File: config.mk
export PLATFORM = sky130hd
export DESIGN_NAME = ucb1_child_select_core
export DESIGN_NICKNAME = d
export VERILOG_FILES = /design/src/hdl/ucbsel_pkg.sv /design/src/hdl/ucbsel_front.sv /design/src/hdl/ucbsel_div.sv /design/src/hdl/ucbsel_back.sv /design/src/hdl/ucb1_child_select_core.sv
export SDC_FILE = /design/constraint.sdc
export NUM_CORES = 2
export LEC_CHECK = 0
export ABC_AREA = 1
export BUFFER_PORTS_ARGS = -buffer_cell sky130_fd_sc_hd__buf_4
export CORE_ASPECT_RATIO = 1.2
export CORE_MARGIN = 2
export CORE_UTILIZATION = 55
export DETAILED_ROUTE_END_ITERATION = 10
export GPL_TIMING_DRIVEN = 0
export MAX_ROUTING_LAYER = met4
export PLACE_DENSITY = 0.81
export SLEW_MARGIN = 0
export SYNTH_ARGS = -nofsm -noshare
export SYNTH_HDL_FRONTEND = slang
export SYNTH_SLANG_ARGS = --single-unit
export TNS_END_PERCENT = 10
File: constraint.sdc
create_clock -name aclk -period 8.4 [get_ports aclk]
set_clock_uncertainty 0.15 [all_clocks]
set_input_delay 0.84 -clock aclk [delete_from_list [all_inputs] [get_ports aclk]]
set_output_delay 0.84 -clock aclk [all_outputs]
set_load 0.01 [all_outputs]
File: src/hdl/ucbsel_pkg.sv
// shared types and constants for the ucb1 child selection block
`default_nettype none
package ucbsel_pkg;

    localparam int MAX_CHILDREN = 64;
    localparam int POS_W        = $clog2(MAX_CHILDREN + 1);
    localparam int IDX_W        = 6;
    localparam int QUEUE_DEPTH  = 2;
    localparam int QPTR_W       = $clog2(QUEUE_DEPTH);
    localparam int QCNT_W       = $clog2(QUEUE_DEPTH + 1);

    localparam logic [15:0]        GAIN_RESET      = 16'd5793;
    localparam logic signed [31:0] THRESHOLD_START = -32'sd65536;
    localparam logic signed [31:0] SCORE_MAX       = 32'sh7fff_ffff;
    localparam logic [31:0]        LN2_Q32         = 32'd2977044472;

    typedef struct packed {
        logic [15:0]        parent_visits;
        logic signed [15:0] child_wins;
        logic [15:0]        child_visits;
        logic               last_child;
    } child_beat_t;

    typedef struct packed {
        logic [IDX_W-1:0]   best_index;
        logic               best_unvisited;
        logic signed [31:0] best_score;
    } result_beat_t;

    typedef struct packed {
        child_beat_t      beat;
        logic             compare_en;
        logic             unvisited;
        logic             small_parent;
        logic [IDX_W-1:0] position;
    } job_t;

endpackage
`default_nettype wire

File: src/hdl/ucbsel_front.sv
// input side: child numbering, classification and job queue
`default_nettype none
module ucbsel_front (
    input  wire logic                 aclk,
    input  wire logic                 aresetn,
    input  wire logic                 s_valid,
    output logic                      s_ready,
    input  wire ucbsel_pkg::child_beat_t s_data,
    output logic                      job_valid,
    input  wire logic                 job_ready,
    output ucbsel_pkg::job_t          job
);
    import ucbsel_pkg::*;

    job_t              queue_reg [QUEUE_DEPTH];
    logic [QPTR_W-1:0] wr_ptr_reg;
    logic [QPTR_W-1:0] rd_ptr_reg;
    logic [QCNT_W-1:0] count_reg;
    logic [POS_W-1:0]  pos_reg;
    job_t              entry;
    logic              push;
    logic              pop;

    assign s_ready   = (count_reg != QCNT_W'(QUEUE_DEPTH));
    assign job_valid = (count_reg != '0);
    assign job       = queue_reg[rd_ptr_reg];
    assign push      = s_valid && s_ready;
    assign pop       = job_valid && job_ready;

    always_comb begin
        entry              = '0;
        entry.beat         = s_data;
        entry.compare_en   = (pos_reg < POS_W'(MAX_CHILDREN));
        entry.unvisited    = (s_data.child_visits == '0);
        entry.small_parent = (s_data.parent_visits < 16'd2);
        entry.position     = pos_reg[IDX_W-1:0];
    end

    always_ff @(posedge aclk) begin
        if (!aresetn) begin
            wr_ptr_reg <= '0;
            rd_ptr_reg <= '0;
            count_reg  <= '0;
            pos_reg    <= '0;
        end else begin
            if (push) begin
                wr_ptr_reg <= wr_ptr_reg + QPTR_W'(1);
                if (s_data.last_child) begin
                    pos_reg <= '0;
                end else if (pos_reg < POS_W'(MAX_CHILDREN)) begin
                    pos_reg <= pos_reg + POS_W'(1);
                end
            end
            if (pop) begin
                rd_ptr_reg <= rd_ptr_reg + QPTR_W'(1);
            end
            if (push && !pop) begin
                count_reg <= count_reg + QCNT_W'(1);
            end else if (pop && !push) begin
                count_reg <= count_reg - QCNT_W'(1);
            end
        end
    end

    always_ff @(posedge aclk) begin
        if (push) begin
            queue_reg[wr_ptr_reg] <= entry;
        end
    end

endmodule
`default_nettype wire

File: src/hdl/ucbsel_div.sv
// shared restoring divider, 32 by 16 bits, one quotient bit per cycle
`default_nettype none
module ucbsel_div (
    input  wire logic        aclk,
    input  wire logic        aresetn,
    input  wire logic        start,
    input  wire logic [31:0] dividend,
    input  wire logic [15:0] divisor,
    output logic             done,
    output logic [31:0]      quotient
);
    logic [15:0] rem_reg;
    logic [31:0] quo_reg;
    logic [15:0] dvs_reg;
    logic [4:0]  cnt_reg;
    logic        busy_reg;
    logic        done_reg;
    logic [16:0] rem_sh;
    logic [16:0] diff;
    logic        ge;

    assign done     = done_reg;
    assign quotient = quo_reg;

    always_comb begin
        rem_sh = {rem_reg, quo_reg[31]};
        diff   = rem_sh - {1'b0, dvs_reg};
        ge     = (rem_sh >= {1'b0, dvs_reg});
    end

    always_ff @(posedge aclk) begin
        if (!aresetn) begin
            busy_reg <= 1'b0;
            done_reg <= 1'b0;
            cnt_reg  <= '0;
        end else begin
            done_reg <= 1'b0;
            if (start) begin
                rem_reg  <= '0;
                quo_reg  <= dividend;
                dvs_reg  <= divisor;
                cnt_reg  <= '0;
                busy_reg <= 1'b1;
            end else if (busy_reg) begin
                rem_reg <= ge ? diff[15:0] : rem_sh[15:0];
                quo_reg <= {quo_reg[30:0], ge};
                cnt_reg <= cnt_reg + 5'd1;
                if (cnt_reg == 5'd31) begin
                    busy_reg <= 1'b0;
                    done_reg <= 1'b1;
                end
            end
        end
    end

endmodule
`default_nettype wire

File: src/hdl/ucbsel_back.sv
// scoring sequencer: exploit, log, ratio, root, explore, best tracking
`default_nettype none
module ucbsel_back (
    input  wire logic                 aclk,
    input  wire logic                 aresetn,
    input  wire logic                 job_valid,
    output logic                      job_ready,
    input  wire ucbsel_pkg::job_t     job,
    input  wire logic [15:0]          gain,
    output logic                      m_valid,
    input  wire logic                 m_ready,
    output ucbsel_pkg::result_beat_t  m_data
);
    import ucbsel_pkg::*;

    typedef enum logic [3:0] {
        ST_IDLE, ST_EXPLOIT, ST_NORM, ST_SQUARE, ST_ADJUST, ST_LN,
        ST_RATIO_GO, ST_RATIO, ST_SQRT, ST_EXPLORE, ST_SUM, ST_UPDATE
    } state_t;

    state_t              state_reg;
    job_t                job_reg;
    logic signed [32:0]  exploit_reg;
    logic [31:0]         x_reg;
    logic [63:0]         sq_reg;
    logic [19:0]         lg_reg;
    logic [3:0]          bit_reg;
    logic [19:0]         ln_reg;
    logic [35:0]         v_reg;
    logic [35:0]         res_reg;
    logic [35:0]         one_reg;
    logic [21:0]         explore_reg;
    logic signed [31:0]  score_reg;
    logic signed [31:0]  best_score_reg;
    logic [IDX_W-1:0]    best_index_reg;
    logic                best_unvisited_reg;
    logic                m_valid_reg;
    result_beat_t        m_data_reg;

    logic                div_start;
    logic [31:0]         div_dividend;
    logic [15:0]         div_divisor;
    logic                div_done;
    logic [31:0]         div_quotient;
    logic [15:0]         wins_mag;
    logic [3:0]          top;
    logic [32:0]         sq_top;
    logic [35:0]         trial;
    logic [51:0]         ln_prod;
    logic [33:0]         gain_prod;
    logic signed [33:0]  sum;
    logic                better;
    result_beat_t        best_next;
    logic                out_free;
    logic                emit;

    assign job_ready = (state_reg == ST_IDLE);
    assign m_valid   = m_valid_reg;
    assign m_data    = m_data_reg;
    assign out_free  = !m_valid_reg || m_ready;
    assign emit      = (state_reg == ST_UPDATE) && job_reg.beat.last_child && out_free;

    always_comb begin
        wins_mag = job.beat.child_wins[15] ? 16'(-job.beat.child_wins)
                                           : job.beat.child_wins;
        div_start = (state_reg == ST_IDLE && job_valid && job.compare_en && !job.unvisited)
                 || (state_reg == ST_RATIO_GO);
        if (state_reg == ST_IDLE) begin
            div_dividend = {wins_mag, 16'd0};
            div_divisor  = job.beat.child_visits;
        end else begin
            div_dividend = {12'd0, ln_reg};
            div_divisor  = job_reg.beat.child_visits;
        end
    end

    ucbsel_div u_div (
        .aclk     (aclk),
        .aresetn  (aresetn),
        .start    (div_start),
        .dividend (div_dividend),
        .divisor  (div_divisor),
        .done     (div_done),
        .quotient (div_quotient)
    );

    always_comb begin
        top = '0;
        for (int i = 1; i < 16; i++) begin
            if (job_reg.beat.parent_visits[i]) begin
                top = 4'(i);
            end
        end
        sq_top    = sq_reg[63:31];
        trial     = res_reg + one_reg;
        ln_prod   = lg_reg * LN2_Q32;
        gain_prod = gain * res_reg[17:0];
        sum       = 34'(exploit_reg) + $signed({12'd0, explore_reg});
        better    = job_reg.compare_en && (score_reg > best_score_reg);
        best_next.best_score     = better ? score_reg : best_score_reg;
        best_next.best_index     = better ? job_reg.position : best_index_reg;
        best_next.best_unvisited = better ? job_reg.unvisited : best_unvisited_reg;
    end

    always_ff @(posedge aclk) begin
        if (!aresetn) begin
            state_reg          <= ST_IDLE;
            best_score_reg     <= THRESHOLD_START;
            best_index_reg     <= '0;
            best_unvisited_reg <= 1'b0;
            m_valid_reg        <= 1'b0;
        end else begin
            if (emit) begin
                m_valid_reg <= 1'b1;
            end else if (m_ready) begin
                m_valid_reg <= 1'b0;
            end
            case (state_reg)
                ST_IDLE: begin
                    if (job_valid) begin
                        job_reg <= job;
                        if (!job.compare_en) begin
                            state_reg <= ST_UPDATE;
                        end else if (job.unvisited) begin
                            score_reg <= SCORE_MAX;
                            state_reg <= ST_UPDATE;
                        end else begin
                            state_reg <= ST_EXPLOIT;
                        end
                    end
                end
                ST_EXPLOIT: begin
                    if (div_done) begin
                        exploit_reg <= job_reg.beat.child_wins[15]
                                     ? -$signed({1'b0, div_quotient})
                                     : $signed({1'b0, div_quotient});
                        if (job_reg.small_parent) begin
                            explore_reg <= '0;
                            state_reg   <= ST_SUM;
                        end else begin
                            state_reg <= ST_NORM;
                        end
                    end
                end
                ST_NORM: begin
                    x_reg     <= {16'd0, job_reg.beat.parent_visits} << (5'd31 - {1'b0, top});
                    lg_reg    <= {top, 16'd0};
                    bit_reg   <= 4'd15;
                    state_reg <= ST_SQUARE;
                end
                ST_SQUARE: begin
                    sq_reg    <= x_reg * x_reg;
                    state_reg <= ST_ADJUST;
                end
                ST_ADJUST: begin
                    if (sq_top[32]) begin
                        x_reg           <= sq_top[32:1];
                        lg_reg[bit_reg] <= 1'b1;
                    end else begin
                        x_reg <= sq_top[31:0];
                    end
                    bit_reg   <= bit_reg - 4'd1;
                    state_reg <= (bit_reg == 4'd0) ? ST_LN : ST_SQUARE;
                end
                ST_LN: begin
                    ln_reg    <= ln_prod[51:32];
                    state_reg <= ST_RATIO_GO;
                end
                ST_RATIO_GO: begin
                    state_reg <= ST_RATIO;
                end
                ST_RATIO: begin
                    if (div_done) begin
                        v_reg     <= {div_quotient[19:0], 16'd0};
                        res_reg   <= '0;
                        one_reg   <= 36'd1 << 34;
                        state_reg <= ST_SQRT;
                    end
                end
                ST_SQRT: begin
                    if (v_reg >= trial) begin
                        v_reg   <= v_reg - trial;
                        res_reg <= (res_reg >> 1) + one_reg;
                    end else begin
                        res_reg <= res_reg >> 1;
                    end
                    one_reg <= one_reg >> 2;
                    if (one_reg == 36'd1) begin
                        state_reg <= ST_EXPLORE;
                    end
                end
                ST_EXPLORE: begin
                    explore_reg <= gain_prod[33:12];
                    state_reg   <= ST_SUM;
                end
                ST_SUM: begin
                    score_reg <= (sum > 34'(SCORE_MAX)) ? SCORE_MAX : sum[31:0];
                    state_reg <= ST_UPDATE;
                end
                ST_UPDATE: begin
                    if (!job_reg.beat.last_child) begin
                        best_score_reg     <= best_next.best_score;
                        best_index_reg     <= best_next.best_index;
                        best_unvisited_reg <= best_next.best_unvisited;
                        state_reg          <= ST_IDLE;
                    end else if (out_free) begin
                        m_data_reg         <= best_next;
                        best_score_reg     <= THRESHOLD_START;
                        best_index_reg     <= '0;
                        best_unvisited_reg <= 1'b0;
                        state_reg          <= ST_IDLE;
                    end
                end
                default: begin
                    state_reg <= ST_IDLE;
                end
            endcase
        end
    end

endmodule
`default_nettype wire

File: src/hdl/ucb1_child_select_core.sv
// UCB1 child selection core. Children of one parent stream in as beats on the
// s_ channel; the index, unvisited flag and Q16.16 score of the best child leave
// on the m_ channel after the beat marked last_child. A two-beat queue takes in
// beats while the scoring sequencer works. A visited child with a parent count of
// two or more passes twice through the shared radix-2 divider, with mantissa
// squaring for the logarithm between, then a square root and the explore, sum
// and update steps. For a parent count below two it takes the first division,
// sum and update only; an unvisited child or one past the 64th of its run goes
// straight to update. A last child also waits while an earlier result beat is
// still held on the m_ channel. The exploration gain register is written through
// the cfg_ channel, which is always ready, and should only be written while the block is idle.
`default_nettype none
module ucb1_child_select_core (
    input  wire logic                    aclk,
    input  wire logic                    aresetn,
    input  wire logic                    s_valid,
    output logic                         s_ready,
    input  wire ucbsel_pkg::child_beat_t s_data,
    output logic                         m_valid,
    input  wire logic                    m_ready,
    output ucbsel_pkg::result_beat_t     m_data,
    input  wire logic                    cfg_valid,
    output logic                         cfg_ready,
    input  wire logic [15:0]             cfg_data
);
    import ucbsel_pkg::*;

    logic [15:0] gain_reg;
    logic        job_valid;
    logic        job_ready;
    job_t        job;

    assign cfg_ready = 1'b1;

    always_ff @(posedge aclk) begin
        if (!aresetn) begin
            gain_reg <= GAIN_RESET;
        end else if (cfg_valid) begin
            gain_reg <= cfg_data;
        end
    end

    ucbsel_front u_front (
        .aclk      (aclk),
        .aresetn   (aresetn),
        .s_valid   (s_valid),
        .s_ready   (s_ready),
        .s_data    (s_data),
        .job_valid (job_valid),
        .job_ready (job_ready),
        .job       (job)
    );

    ucbsel_back u_back (
        .aclk      (aclk),
        .aresetn   (aresetn),
        .job_valid (job_valid),
        .job_ready (job_ready),
        .job       (job),
        .gain      (gain_reg),
        .m_valid   (m_valid),
        .m_ready   (m_ready),
        .m_data    (m_data)
    );

endmodule
`default_nettype wire

==> key figures <==
Setup path
  • CP Launch Type: register
  • Reg2reg start: u_back.x_reg[9]$_SDFFCE_PN0P_
  • Setup crit start: u_back.x_reg[9]$_SDFFCE_PN0P_
  • Flop2flop setup slack: ~0.23 ns
  • Critical path's most frequent cell: fa_1
  • Crit path capture: u_back.sq_reg[54]$_DFFE_PP_
  • CP max stage delay: 0.78 ns
  • Worst path cell trace: clkbuf_1 -> nand2_1 -> inv_1 -> fa_1 -> fa_1 -> inv_1 -> fa_1 -> fa_1 -> fa_1 -> inv_1 -> fa_1 -> fa_1 -> fa_1 -> ha_1 -> nand2_1 -> o21ai_0 -> nand2_1 -> nand2_1 -> a21oi_1 -> o311ai_2 -> xor2_1
  • Worst r2r path cells: 21
  • Crit-path max FO: 10
  • CP endpoint kind: register
  • Slowest stage cell on the critical path: clkbuf_1
  • Worst EP required: 8.67 ns
  • Worst r2r dst: u_back.sq_reg[54]$_DFFE_PP_
  • Worst Path Arrival: approximately 8.4 ns
  • WS Path Type: reg -> reg

Route
  • Vias: around 66000
  • DR DRC count: 0
  • DR pass1 iterations: 6
  • DR iter-0 viols: between 6000 and 7000
  • Routed Wire Length: about 250 mm
  • Vias/cell: 5.59
  • ANT nets after route: 0
  • DR WL/cell: about 21 µm

Floorplanning
  • Starting Density: 0.553
  • Cell row count: 156
  • Die ar.: ~0.15 mm²
  • Die Width: about 360 µm
  • Core ar.: roughly 0.15 mm²
  • Die Y: about 430 µm
  • # IOs: roughly 110

Synthesis
  • #FFs+latches synth: roughly 630
  • Synth area leaders: fa_1 (29%), edfxtp_1 (20%), ha_1 (12%), inv_1 (11%), nand2_1 (8.1%)
  • Syn. warnings: 0
  • Xor-xnor portion of the synthesized cell area: 0.0250
  • Share of Yosys cell area claimed by the top area cell type: 0.292
  • Fraction of the mapped netlist area in compound gates: 0.0762
  • Unique masters post-synth: 72
  • Leading area contributor after synthesis: fa_1
  • Post-synth top flop: edfxtp_1
  • Simple-gate share of the synthesized area: 0.146
  • Synth Cell Area: 0.0832 mm²
  • Asr flop ratio synth: 0
  • Mux share of post-synthesis cell area: 0.00101
  • Synth Area in Adders: 0.411
  • Syn Area/Cell: 8.64 µm²
  • EDFF count, synth: between 500 and 600
  • Synth Instances: ~9600
  • Syn Nets: approximately 12000
  • Share of the yosys chip area belonging to registers: 0.217
  • Main combinational cell family by area after synthesis: adder cells

Place
  • Placed Area: a little under 0.09 mm²
  • DP Wirelength: 209 mm
  • Gpl congestion: between 1 and 1.5
  • Post-Place Setup Slack: -1.27 ns
  • Port bufs: 109

Status
  • Status: completed

Timing
  • Setup slack after layout: approximately 0.23 ns
  • Final hold violations: 0
  • Slew Viols, Final: 0
  • Final hold slack: 0.198 ns
  • Fin crit share: 0.973
  • Final setup fails: 0
  • Fin crit period: 8.17 ns
  • Slew headroom: 0.170
  • Worst Tran Pin Value: 1.24 ns
  • Max Clock Freq: 122 MHz

GRT
  • Gr ovfl total: 0
  • Total global-route track usage: 0.338
  • Initial antenna violation count: 7
  • Number of global-route vias before repair: approximately 69000
  • Global-route wire length before repair: between 300 and 400 mm
  • Largest net degree at the start of global routing: 34

Clocking
  • CTS max path bufs: 3
  • CTS Hold Bufs: 0
  • H-tree level count: 3
  • Skew-Pair Late Insertion Delay: 0.68 ns
  • CTS tree: built
  • Root buf cell: clkbuf_16
  • Clk slew on worst S/H paths: 0.06 ns
  • Clock sink total: 627
  • Num CTS Buffers: 71

Final layout
  • Share of layout cells above drive strength 1: 0.0523
  • Max reg flops: 116
  • Synthesis-to-finish area growth: 7.87%
  • Final net count: 11900
  • Design area: approximately 0.09 mm²

Run
  • Max-Cap Viols: 0

Hold path
  • HP Class: in -> reg
[Yosys cell counts (7+ instances only)]
cell	count
a31o_2	9
o21a_1	29
nor3b_1	8
nand2_2	9
nor2_1	519
nand3b_1	9
a21oi_2	18
o22ai_1	23
nor3_1	65
xnor2_1	93
nand3_1	320
o211ai_1	16
a211oi_1	10
buf_1	37
o21bai_1	33
o21ai_0	341
a21o_1	28
nor4_1	36
nor2_2	7
ha_1	791
a31oi_1	62
a21oi_1	445
or2_2	22
a21boi_0	10
and2_1	25
a221oi_1	11
buf_2	36
nand4_1	88
a22oi_1	12
o21ai_2	8
nand2_1	1790
mux2i_1	7
dfxtp_1	79
o21ai_1	32
fa_1	1216
xor2_1	145
inv_1	2418
edfxtp_1	548
clkbuf_1	193
inv_2	12
[stage by stage]
step,TNS (ns),cells,util
CTS,-0.0486,11900,0.595
finish,0,11900,0.597
global placement,-23.16,11700,0.575
global route,-0.0419,11900,0.597
detailed placement,-25.98,11700,0.578
floorplan,0,9631,-
[layout by cell type (no fill, tap or decap), drive strengths merged, types with 235 or more instances in the layout]
| cell type | synthesis | final |
|---|---|---|
| clkbuf | 193 | 277 |
| a21oi | 464 | 464 |
| o21ai | 381 | 381 |
| nand3 | 323 | 323 |
| buf | 86 | 235 |
| nand2 | 1801 | 1801 |
| nor2 | 529 | 529 |
| inv | 2430 | 2440 |
| ha | 791 | 791 |
| edfxtp | 548 | 548 |
| fa | 1216 | 1216 |
[cell families after synthesis]
group,count (synthesis)
simple gates,2921
buf+inv,2712
mux,8
compound gates,1117
other cells,1
flops,627
fa+ha+maj,2007
xor+xnor,238
[worst max-delay path: cells and delay by family, from the launching register on]
family	cells	cell delay, ns
compound gates	3	1.03
simple gates	4	0.62
xor+xnor	1	0.13
buf+inv	4	1.04
flops	1	0.47
fa+ha+maj	9	4.45
[what timing repair did]
| item | CTS | global route |
|---|---|---|
| buffers inserted | 0 | 20 |
| setup endpoints to repair | 33 | 30 |
| gates resized for setup | 67 | 164 |
[how the worst min path moves through the flow]
stage | endpoint | startpoint | depth (start not counted) | slack, ns
2_1_floorplan | u_front.queue_reg[0][4]$_DFFE_PP_ | u_front.pos_reg[4]$_SDFFE_PN0P_ | 0 | 0.28
3_3_place_gp | u_front.rd_ptr_reg$_SDFFE_PN0P_ | u_front.rd_ptr_reg$_SDFFE_PN0P_ | 1 | 0.28
3_5_place_dp | register | u_front.rd_ptr_reg$_SDFFE_PN0P_ | 1 | 0.30
4_1_cts | u_front.queue_reg[1][42]$_DFFE_PP_ | s_data[33] | 1 | 0.15
5_1_grt | u_front.queue_reg[1][23]$_DFFE_PP_ | s_data[14] | 1 | 0.18
6_report | u_front.queue_reg[1][42]$_DFFE_PP_ | s_data[33] | 1 | 0.20
[metal layers]
metal  track usage  wire [µm]  up-vias
met5             -          0        -
met2         0.535     117000     2963
met4         0.145      12600        0
li1              -          -    30200
met1         0.429      98700    32600
met3        0.0583      22500      683
[cell type report]
cell class,count,area [µm²]
Fill cell,13000,60700
Multi-Input combinational cell,6292,55000
Sequential cell,627,18000
Inverter,2433,9130
Tap cell,1975,2470
Clock buffer,89,1950
Buffer,278,1370
Timing Repair Buffer,146,1280
Clock inverter,40,561
Antenna cell,5,12.5
Power is not shown: default switching activity piles up to over one toggle a cycle in this logic, so the estimate is an artifact.
